==> config.mk <==
export PLATFORM = sky130hd
export DESIGN_NAME = zbps_div
export DESIGN_NICKNAME = d
export VERILOG_FILES = /design/src/sv/zbps_pkg.sv /design/src/sv/zbps_div.sv
export SDC_FILE = /design/constraint.sdc
export NUM_CORES = 1
export LEC_CHECK = 0
export BUFFER_PORTS_ARGS = -buffer_cell sky130_fd_sc_hd__buf_2
export CAP_MARGIN = 15
export CORE_MARGIN = 2
export CORE_UTILIZATION = 25
export DETAILED_ROUTE_END_ITERATION = 16
export GPL_ROUTABILITY_DRIVEN = 0
export PLACE_DENSITY = 0.5
export SLEW_MARGIN = 40
export SYNTH_ARGS = -nofsm -noshare
export SYNTH_HDL_FRONTEND = slang
export SYNTH_SLANG_ARGS = --single-unit
export TNS_END_PERCENT = 10
==> constraint.sdc <==
create_clock -name clk -period 3.5 [get_ports clk]
set_input_delay 0 -clock clk [delete_from_list [all_inputs] [get_ports clk]]
set_output_delay 0 -clock clk [all_outputs]
set_load 0.02 [all_outputs]
==> src/sv/zbps_pkg.sv <==
`timescale 1ns / 1ps
// ----------------------------------------------------------------------------
// zbps_pkg
// Shared constants, codes and helpers of the z-buffered point splatter.
// ----------------------------------------------------------------------------
package zbps_pkg;

  localparam int ROWS   = 32;
  localparam int COLS   = 64;
  localparam int DEPTH  = ROWS * COLS;
  localparam int ADDR_W = (DEPTH > 1) ? $clog2(DEPTH) : 1;
  localparam int MEM_W  = 36;

  localparam int DIV_W     = 64;
  localparam int DIV_CNT_W = 6;

  localparam logic ACT_PLOT = 1'b0;
  localparam logic ACT_READ = 1'b1;

  localparam logic [2:0] REG_X_SCALE      = 3'd0;
  localparam logic [2:0] REG_Y_SCALE      = 3'd1;
  localparam logic [2:0] REG_DEPTH_SCALE  = 3'd2;
  localparam logic [2:0] REG_DEPTH_OFFSET = 3'd3;
  localparam logic [2:0] REG_CENTRE_X     = 3'd4;
  localparam logic [2:0] REG_CENTRE_Y     = 3'd5;
  localparam logic [2:0] REG_CENTRE_Z     = 3'd6;

  localparam logic [7:0] CHAR_SPACE = 8'h20;

  localparam logic [7:0] RAMP [12] = '{
    8'h2e, 8'h2c, 8'h2d, 8'h7e, 8'h3a, 8'h3b,
    8'h3d, 8'h21, 8'h2a, 8'h23, 8'h24, 8'h40
  };

  function automatic logic [7:0] glyph_char(input logic [3:0] g);
    logic [7:0] c;
    c = CHAR_SPACE;
    if (g >= 4'd1 && g <= 4'd12) c = RAMP[g - 4'd1];
    return c;
  endfunction

  // saturating signed 32-bit add
  function automatic logic signed [31:0] sat_add32(input logic signed [31:0] a,
                                                   input logic signed [31:0] b);
    logic signed [32:0] s;
    logic signed [31:0] r;
    s = 33'(a) + 33'(b);
    if (s > 33'sh0_7fff_ffff)       r = 32'sh7fff_ffff;
    else if (s < -33'sh0_8000_0000) r = 32'sh8000_0000;
    else                            r = s[31:0];
    return r;
  endfunction

  function automatic logic [63:0] abs64(input logic signed [63:0] v);
    return v[63] ? 64'(-v) : 64'(v);
  endfunction

  // ((p + 1.0) * n) / 2.0 truncated toward zero
  function automatic logic signed [55:0] proj_coord(input logic signed [41:0] p,
                                                    input int n);
    logic signed [55:0] t;
    logic signed [55:0] q;
    t = (56'(p) + 56'sd65536) * $signed(56'(n));
    if (t < 0) q = (t + 56'sd131071) >>> 17;
    else       q = t >>> 17;
    return q;
  endfunction

endpackage

==> src/sv/zbps_div.sv <==
`timescale 1ns / 1ps
// ----------------------------------------------------------------------------
// zbps_div
// Radix-2 restoring unsigned divider, one quotient bit per cycle.
// ----------------------------------------------------------------------------
module zbps_div (
  input  logic                       clk,
  input  logic                       rst_n,
  input  logic                       start,
  input  logic [zbps_pkg::DIV_W-1:0] dividend,
  input  logic [zbps_pkg::DIV_W-1:0] divisor,
  output logic                       done,
  output logic [zbps_pkg::DIV_W-1:0] quotient
);

  logic                           run_r, run_nxt;
  logic                           done_r, done_nxt;
  logic [zbps_pkg::DIV_CNT_W-1:0] cnt_r, cnt_nxt;
  logic [zbps_pkg::DIV_W-1:0]     quo_r, quo_nxt;
  logic [zbps_pkg::DIV_W-1:0]     rem_r, rem_nxt;
  logic [zbps_pkg::DIV_W-1:0]     dvs_r, dvs_nxt;
  logic [zbps_pkg::DIV_W:0]       trial;
  logic [zbps_pkg::DIV_W:0]       diff;

  always_comb begin
    run_nxt  = run_r;
    done_nxt = 1'b0;
    cnt_nxt  = cnt_r;
    quo_nxt  = quo_r;
    rem_nxt  = rem_r;
    dvs_nxt  = dvs_r;
    trial    = {rem_r, quo_r[zbps_pkg::DIV_W-1]};
    diff     = trial - {1'b0, dvs_r};
    if (start) begin
      run_nxt = 1'b1;
      cnt_nxt = '0;
      quo_nxt = dividend;
      rem_nxt = '0;
      dvs_nxt = divisor;
    end else if (run_r) begin
      if (!diff[zbps_pkg::DIV_W]) begin
        rem_nxt = diff[zbps_pkg::DIV_W-1:0];
        quo_nxt = {quo_r[zbps_pkg::DIV_W-2:0], 1'b1};
      end else begin
        rem_nxt = trial[zbps_pkg::DIV_W-1:0];
        quo_nxt = {quo_r[zbps_pkg::DIV_W-2:0], 1'b0};
      end
      cnt_nxt = cnt_r + 1'b1;
      if (cnt_r == '1) begin
        run_nxt  = 1'b0;
        done_nxt = 1'b1;
      end
    end
  end

  always_ff @(posedge clk) begin
    if (!rst_n) begin
      run_r  <= 1'b0;
      done_r <= 1'b0;
      cnt_r  <= '0;
    end else begin
      run_r  <= run_nxt;
      done_r <= done_nxt;
      cnt_r  <= cnt_nxt;
    end
    quo_r <= quo_nxt;
    rem_r <= rem_nxt;
    dvs_r <= dvs_nxt;
  end

  assign done     = done_r;
  assign quotient = quo_r;

endmodule

==> qor.csv, run 1 <==
stage;metric;value;unit
status;status;finished, violations left;
status;violations;design-rule violations, negative setup slack;
sta;clock_skew;25.2;ps
sta;hold_viol;0;
route;post_drt_wl_per_cell;15.5;um
route;drc_errors;3;
placed_design;dp_hpwl;23800;um
clocking;htreeDepth;4;
clocking;clock-sinks;200;
floorplanning;core;46700;um2
min_path;hold_class;primary input to flop;
sta;drv_slew;0;
clocking;numCtsBuffers;17;
finish;final_design_area_no_fill;15900;um2
route;routed_via_density;4.62;
global_routing;grt.overflow.total;0;
floorplanning;die_area;49200;um2
sta;rsz0062_at_grt;true;
logic_synthesis;synthCells;1191;
power_and_ir_drop;max-vdd-ir-drop;0.444;mV
power_and_ir_drop;p_comb_share;26.9;%
clocking;clk_pin_slew;80;ps
finish;nets;1735;
sta;layout_setup_ws;-1.55;ps
setup_path;endpoint_kind;flop;
route;drtAntennaViolNets;0;
setup_path;arrival;3830;ps
setup_path;required;3820;ps
power_and_ir_drop;p_leak;6.68;nW
logic_synthesis;ys_types;70;
power_and_ir_drop;switching_share;31.6;%
power_and_ir_drop;powerDensity;425;nW/um2
clocking;cts_tree;done;
logic_synthesis;synth-seq-cells;200;
logic_synthesis;syn-cell-area;11900;um2
logic_synthesis;syn_nets;1388;
route;num_vias;9970;
setup_path;critPathLaunchType;flop;
finish;final_util;34.1;%
clocking;cts-root-buf;clkbuf_16;
power_and_ir_drop;intPower;4.62;mW
logic_synthesis;yosysSeqAreaShare;44.6;%
clocking;cts_max_path_buffers;2;
global_routing;grt_antenna_before_repair;0;
floorplanning;ios;196;
global_routing;grt_pass1_vias;10400;
floorplanning;rows;79;
power_and_ir_drop;power_frac_clock;30.7;%
sta;min_period;3500;ps
finish;syn2layout_area_growth;34.0;%
floorplanning;die_w;222;um
logic_synthesis;synth-edff-count;128;
finish;diodes;0;
route;totalWireLength;33400;um
logic_synthesis;yosys_warnings;0;
setup_path;worstSetupPathType;flop to flop;
setup_path;cp-startpoint;quotient[63];
sta;worstMarginPinSlew;820;ps
route;firstDrtPassIters;11;
logic_synthesis;synthArstFlopShare;0;%
power_and_ir_drop;finalPower;6.75;mW
placed_design;dpl_cell_area;13900;um2
run;max_cap_viol_count;0;
placed_design;pre_cts_slack;-193;ps
sta;fmax;286;MHz
power_and_ir_drop;seq_power_share;42.4;%
global_routing;grt_pass1_wl;54500;um
sta;post-route-period-util;100;%
floorplanning;start_util;25.4;%
power_and_ir_drop;power.switching;2.13;mW
global_routing;grt_max_degree;137;
clocking;worstSkewPairLatency;500;ps
sta;slew-limit-headroom;45.3;%
global_routing;track_usage;13.9;%
floorplanning;die_height;222;um
logic_synthesis;synth_area_per_cell;9.96;um2
sta;setup_tns;-1.55;ps
sta;finalSetupViolations;1;
logic_synthesis;synth_ff_type;edfxtp_1;
setup_path;regToRegStartpoint;quotient[63];
setup_path;worstPathMaxFanout;26;
finish;drive_above_1_share;26.6;%
placed_design;port_buffers;195;
min_path;hp-start;start;
route;drt-initial-drc-count;531;
==> sequential cells by signal, indices dropped and copies added (netlist names) <==
signal and count:
rem_r 64, quotient 64, done 1, cnt_r 6
dvs_r 64, run_r 1
==> final cells by class <==
cell class	instances	area (um2)
multi-input cells	855	6140
well taps	607	759
clock buffers	18	429
flip-flops and latches	200	5290
clock inverters	14	159
fillers	4798	30800
repair buffers	387	2830
inverters	77	289
==> cell usage after synthesis (all sizes together), types with 3 or more instances <==
cell    count  area, um2
ha         65        813
nor2      144        541
o21a       10       75.1
mux2i      25        250
nand2b      8       50.1
dfxtp      72       1440
nand3b      4       30.0
buf        15        113
or2         5       31.3
nor3       21        105
inv        76        285
a21o       32        240
and3        3       18.8
nor4        7       43.8
a31oi       5       31.3
edfxtp    128       3840
and2        7       43.8
nand2      64        240
xor2       36        315
xnor2      28        245
nand3       8       40.0
o21bai     12       90.1
a221o       3       30.0
o22ai       4       25.0
o211ai      5       37.5
a21oi     113        566
o31a        3       26.3
nand4      16        100
o31ai       6       45.0
a211oi     65        608
nor2b       4       25.0
mux2       65        732
o21ai      50        250
clkbuf     44        168
or3         5       31.3
==> per-layer routing <==
layer / global-route usage (%) / up-vias / routed length, um
met3: 3.91 / 24 / 1740
met5: 0 / - / 0
met4: 4.66 / 0 / 568
li1: - / 5046 / -
met1: 17.4 / 4662 / 15300
met2: 23.1 / 238 / 15900
==> cells by family (layout without fill, tap and decap cells) <==
family | after synthesis | count (layout) | share of synthesized area (%)
AND/OR/NAND/NOR | 303 | 303 | 11.5
adder cells (fa/ha/maj) | 66 | 66 | 7.02
AO/OA/AOI/OAI | 332 | 332 | 19.1
flip-flops | 200 | 200 | 44.6
multiplexers | 90 | 90 | 8.28
XOR/XNOR | 64 | 64 | 4.73
buffers and inverters | 136 | 496 | 4.80
==> per-stage QoR <==
| stage | hold WS, ps | cells |
|---|---|---|
| floorplan | 98.9 | 1191 |
| global placement | 178 | 1996 |
| detailed placement | 178 | 1996 |
| CTS | 173 | 2157 |
| global route | 199 | 2158 |
| finish | 209 | 2158 |
==> power groups by stage <==
stage	Combinational, mW	Clock, mW	Sequential [mW]
floorplan	1.06	0	2.97
global placement	1.67	0	2.91
detailed placement	1.67	0	2.91
CTS	1.80	2.17	2.86
global route	2.01	2.25	2.89
finish	1.82	2.07	2.86
==> critical path, stage by stage, from the launching register on <==
cell and delay, ps:
edfxtp_1 360, inv_1 50, ha_2 180, fa_2 340
nand2b_4 160, a21oi_4 130, o21a_1 150, o211ai_1 150
a2111oi_4 450, o2111a_1 280, nor2_2 70, o311ai_4 290
buf_6 190, buf_12 190, mux2i_2 250, a211oi_2 90
==> path summary, 6_finish.rpt <==
kind | slack, ps | cells past startpoint | to
max reg2reg | -2 | 15 | rem_r[40]
min reg2reg | 480 | 2 | cnt_r[5]
max | -2 | 15 | rem_r[40]
min | 210 | 2 | quotient[24]
==> layout by cell type (no fill, tap or decap), types with 6 or more instances in the layout <==
cell / n
o21ai_0: 46
dfxtp_1: 71
nand3_1: 8
o31ai_1: 6
o21bai_1: 12
a21o_1: 32
nor2_1: 137
a211oi_1: 39
a211oi_2: 26
mux2i_1: 23
mux2_2: 63
buf_2: 194
inv_1: 76
a21oi_2: 12
nand4_1: 16
o21a_1: 10
buf_4: 55
dlygate4sd3_1: 129
xnor2_1: 28
nor3_1: 21
nand2b_1: 7
clkbuf_16: 17
ha_1: 64
xor2_1: 36
nor4_1: 7
and2_1: 7
a21oi_1: 100
buf_12: 6
nand2_1: 64
edfxtp_1: 128
nor2_2: 7
==> what timing repair did <==
item,CTS,global route
setup endpoints to repair,64,64
hold buffers,129,0
endpoints found under the hold margin,136,0
gates resized for setup,8,23
buffers inserted,0,1
pin swaps,9,19
Power figures use the tool's default switching activity.
==> run 2, diff against run 1 <==
Settings changed: CTS_BUF_LIST set to sky130_fd_sc_hd__clkbuf_4 sky130_fd_sc_hd__clkbuf_8.
==> qor.csv, run 2 (synthesis gave the netlist of run 1 again) <==
stage;metric;value;unit
clocking;cts-root-buf;clkbuf_8;
floorplanning;die_height;222;um
finish;drive_above_1_share;26.4;%
finish;layout_commonest_cell;buf_2;
route;post_drt_wl_per_cell;15.5;um
global_routing;grt_pass1_wl;54300;um
sta;clock_skew;22.4;ps
finish;final_design_area_no_fill;15700;um2
setup_path;crit_slowest_cell;a2111oi_4;
sta;drv_slew;0;
route;drtAntennaViolNets;0;
finish;diodes;0;
power_and_ir_drop;switching_share;33.0;%
route;firstDrtPassIters;11;
power_and_ir_drop;power.switching;2.07;mW
floorplanning;die_w;222;um
global_routing;track_usage;13.9;%
sta;finalSetupViolations;0;
power_and_ir_drop;p_comb_share;28.9;%
sta;slew-limit-headroom;47.6;%
route;drt-initial-drc-count;495;
floorplanning;core;46700;um2
clocking;cts_max_path_buffers;2;
setup_path;crit_family;compound AO/OA/AOI/OAI gates;
sta;rsz0062_at_grt;true;
route;drc_errors;3;
setup_path;arrival;3900;ps
power_and_ir_drop;power_frac_clock;25.5;%
clocking;numCtsBuffers;17;
setup_path;r2r_slack;20;ps
setup_path;critPathLaunchType;flop;
clocking;cts_tree;done;
placed_design;port_buffers;195;
setup_path;required;3930;ps
status;violations;design-rule violations;
placed_design;dpl_cell_area;13900;um2
min_path;hold_class;primary input to flop;
setup_path;worstPathMaxFanout;31;
route;routed_via_density;4.61;
power_and_ir_drop;max-vdd-ir-drop;0.685;mV
global_routing;grt_antenna_before_repair;0;
placed_design;dp_hpwl;23800;um
finish;nets;1735;
clocking;clk_pin_slew;120;ps
sta;setup_tns;0;ps
floorplanning;die_area;49200;um2
route;totalWireLength;33400;um
floorplanning;start_util;25.4;%
clocking;worstSkewPairLatency;570;ps
global_routing;grt.overflow.total;0;
setup_path;endpoint_kind;flop;
status;status;finished, violations left;
power_and_ir_drop;seq_power_share;45.6;%
floorplanning;ios;196;
route;num_vias;9939;
setup_path;crit_buf_inv;3;
sta;worstMarginPinSlew;786;ps
setup_path;worstSetupPathType;flop to flop;
power_and_ir_drop;powerDensity;400;nW/um2
clocking;htreeDepth;4;
finish;syn2layout_area_growth;32.3;%
clocking;clock-sinks;200;
sta;hold_viol;0;
setup_path;crit_top_cell;buf_12;
run;max_cap_viol_count;0;
sta;min_period;3480;ps
global_routing;grt_max_degree;137;
sta;fmax;288;MHz
finish;final_cell_mix;194 x buf_2, 138 x nor2_1, 129 x dlygate4sd3_1, 128 x edfxtp_1, 102 x a21oi_1;
floorplanning;rows;79;
power_and_ir_drop;intPower;4.21;mW
power_and_ir_drop;finalPower;6.27;mW
setup_path;crit_chain;inv_1 > ha_2 > fa_2 > nand2b_4 > a21oi_4 > o21a_1 > o211ai_1 > a2111oi_4 > o2111a_1 > nor2_2 > o311ai_4 > buf_12 > buf_12 > mux2i_1 > a211oi_1;
sta;post-route-period-util;99.4;%
power_and_ir_drop;p_leak;6.60;nW
global_routing;grt_pass1_vias;10400;
setup_path;critPathMaxStageDelay;400;ps
[run 2: cell counts in the layout (fill, tap and decap cells not counted)]
No cell type changed its count.
[run 2: cell type report]
| cell class | count | area (um2) |
|---|---|---|
| clock buffer | 18 | 241 |
| clock inverter | 14 | 159 |
| fill | 4808 | 31000 |
| inverter | 77 | 289 |
| multi-input combinational | 855 | 6120 |
| sequential | 200 | 5290 |
| tap | 607 | 759 |
| timing repair buffer | 387 | 2830 |
[run 2: power by group through the flow]
| stage | clock network, mW | registers [mW] | logic [mW] |
|---|---|---|---|
| CTS | 1.70 | 2.86 | 1.80 |
| floorplan | 0 | 2.97 | 1.06 |
| global placement | 0 | 2.91 | 1.67 |
| finish | 1.60 | 2.86 | 1.81 |
| global route | 1.78 | 2.89 | 2.01 |
| detailed placement | 0 | 2.91 | 1.67 |
[run 2: per-layer routing]
| layer | vias to the layer above | part of all wire (%) | global-route usage, % | routed length [um] |
|---|---|---|---|---|
| met5 | - | 0 | 0 | 0 |
| met4 | 0 | 1.6 | 4.36 | 545 |
| met3 | 32 | 5.4 | 3.94 | 1790 |
| met2 | 248 | 47 | 23.1 | 15800 |
| met1 | 4629 | 46 | 17.3 | 15300 |
| li1 | 5030 | - | - | - |
[run 2: worst register-to-register path: cells and delay by family (launching register included)]
family          cells  cell delay (ps)
compound gates      7             1520
fa+ha+maj           2              530
buf+inv             3              490
flops               1              370
mux                 1              200
simple gates        2              230
[run 2: final timing paths]
kind / startpoint / end / depth (start not counted)
worst max-delay path: quotient[63] / rem_r[19] / 15
worst min-delay path: start / quotient[24] / 2
worst max register to register: quotient[63] / rem_r[19] / 15
worst min register to register: cnt_r[5] / cnt_r[5] / 2
[run 2: repair_timing]
item	in CTS	in global routing
resized for setup	7	20
pin swaps	13	15
setup buffers	1	0
hold endpoints to repair	136	0
setup endpoints to repair	64	64
hold buffers	129	0
[run 2: metrics by stage]
step	instances	hold WS, ps	setup WS, ps	utilization [%]
floorplan	1191	98.9	14.6	-
global placement	1996	178	-191	29.8
detailed placement	1996	178	-193	29.8
CTS	2158	66.7	-46.2	33.5
global route	2158	101	-256	33.6
finish	2158	131	21.8	33.6
==> run 3, diff against run 2 <==
Settings changed: CORE_ASPECT_RATIO set to 0.8, RECOVER_POWER set to 25.
==> qor.csv, run 3 (synthesis gave the netlist of run 1 again) <==
stage;metric;value;unit
status;status;complete, no violations;
placed_design;pre_cts_slack;-95.7;ps
floorplanning;ios;196;
sta;post-route-period-util;98.3;%
route;num_vias;9931;
finish;multi_input_area;6140;um2
global_routing;grt_pass1_wl;52200;um
setup_path;worstSetupPathType;flop to flop;
global_routing;track_usage;13.5;%
placed_design;dp_hpwl;23800;um
floorplanning;die_area;49200;um2
power_and_ir_drop;max-vdd-ir-drop;0.341;mV
finish;regArea;5290;um2
clocking;htreeDepth;4;
setup_path;crit_slowest_cell;edfxtp_1;
finish;layout_commonest_cell;buf_2;
sta;drv_slew;0;
finish;fillerInstances;4866;
setup_path;critPathCapture;rem_r[21];
sta;min_period;3440;ps
route;post_drt_wl_per_cell;15.1;um
route;drt-initial-drc-count;480;
clocking;cts_tree;done;
clocking;clk_pin_slew;110;ps
global_routing;grt_antenna_before_repair;3;
power_and_ir_drop;p_leak;6.55;nW
floorplanning;start_util;25.3;%
floorplanning;rows;71;
sta;worstMarginPinSlew;564;ps
setup_path;arrival;3820;ps
route;drtAntennaViolNets;0;
route;routed_via_density;4.58;
sta;fmax;291;MHz
setup_path;critPathLaunchType;flop;
route;drc_errors;0;
clocking;cts-root-buf;clkbuf_8;
sta;finalSetupViolations;0;
min_path;hold_class;primary input to flop;
setup_path;endpoint_kind;flop;
placed_design;port_buffers;195;
setup_path;r2r_slack;60;ps
setup_path;required;3880;ps
power_and_ir_drop;finalPower;6.20;mW
clocking;numCtsBuffers;17;
setup_path;crit_chain;inv_1 > ha_2 > a21o_1 > or2_0 > o21a_1 > o211ai_1 > a2111oi_4 > o2111a_1 > o31a_1 > o311ai_4 > buf_6 > buf_12 > nor2_1 > a211oi_1 > nor3_1;
setup_path;worstPathMaxFanout;21;
power_and_ir_drop;powerDensity;396;nW/um2
floorplanning;die_height;199;um
floorplanning;die_w;248;um
floorplanning;core;46900;um2
sta;clock_skew;26.6;ps
sta;hold_viol;0;
route;firstDrtPassIters;5;
setup_path;ff2ff_path_depth;15;
setup_path;critPathMaxStageDelay;380;ps
global_routing;grt_max_degree;81;
global_routing;grt.overflow.total;0;
sta;rsz0062_at_grt;true;
placed_design;dp.cells;2000;
setup_path;regToRegStartpoint;dvs_r[7];
setup_path;cp-startpoint;dvs_r[7];
clocking;worstSkewPairLatency;520;ps
clocking;cts_max_path_buffers;2;
finish;syn2layout_area_growth;32.1;%
finish;nets;1728;
route;totalWireLength;32600;um
clocking;clock-sinks;200;
finish;instances_no_fill;2167;
run;max_cap_viol_count;0;
global_routing;grt_pass1_vias;10000;
finish;final_cell_mix;182 x buf_2, 142 x nor2_1, 130 x dlygate4sd3_1, 128 x edfxtp_1, 104 x a21oi_1;
sta;slew-limit-headroom;62.4;%
sta;layout_setup_ws;60.1;ps
finish;drive_above_1_share;25.3;%
setup_path;rr_endpoint;rem_r[21];
[run 3: metal layers]
layer  GRT usage (%)  share of wire [%]  wire, um  vias up
met5               0                  0         0        -
met4            3.50                1.5       496        0
met3            3.72                5.6      1840       27
met2            21.4                 45     14700      240
met1            18.0                 48     15600     4646
li1                -                  -         -     5018
[run 3: how the worst min path moves through the flow]
stage,endpoint,cells after the start,from
finish,dvs_r[47],2,divisor[47]
floorplan,dvs_r[0],0,divisor[0]
detailed placement,dvs_r[22],1,divisor[22]
global placement,dvs_r[28],1,divisor[28]
global route,dvs_r[8],2,divisor[8]
CTS,dvs_r[11],2,divisor[11]
[run 3: area by class of cell]
class | count | share of cell area, %
multi-input combinational | 855 | 39.2
sequential | 200 | 33.7
timing repair buffer | 380 | 17.8
tap | 620 | 4.95
inverter | 77 | 1.84
clock buffer | 17 | 1.49
clock inverter | 15 | 0.966
antenna | 3 | 0.0479
[run 3: per-stage QoR]
step	util, %	hold WS (ps)	instance area [um2]	TNS, ps
6_report	33.4	187	15700	0
5_1_grt	33.4	126	15700	-5000
4_1_cts	33.1	122	15500	-22.7
3_5_place_dp	29.5	178	13800	-2420
3_3_place_gp	29.5	179	13800	-419
2_1_floorplan	-	98.9	11900	0
[run 3: critical path, delay by kind of cell (launching register included)]
family / cells / cell delay [ps]
AND/OR/NAND/NOR: 3 / 350
AO/OA/AOI/OAI: 8 / 1780
flip-flops: 1 / 380
adder cells (fa/ha/maj): 1 / 310
buffers and inverters: 3 / 470
[run 3: repair_timing]
action | CTS | global route
cloned | 0 | 1
pin swaps | 2 | 22
setup endpoints to repair | 60 | 65
endpoints found under the hold margin | 138 | 0
hold buffers | 130 | 0
setup buffers | 0 | 1
resized for setup | 3 | 31
[run 3: where the power goes]
group | switching [mW] | internal, mW | total, mW
clock network | 0.903 | 0.637 | 1.54
registers | 0.127 | 2.73 | 2.86
logic | 0.998 | 0.803 | 1.80
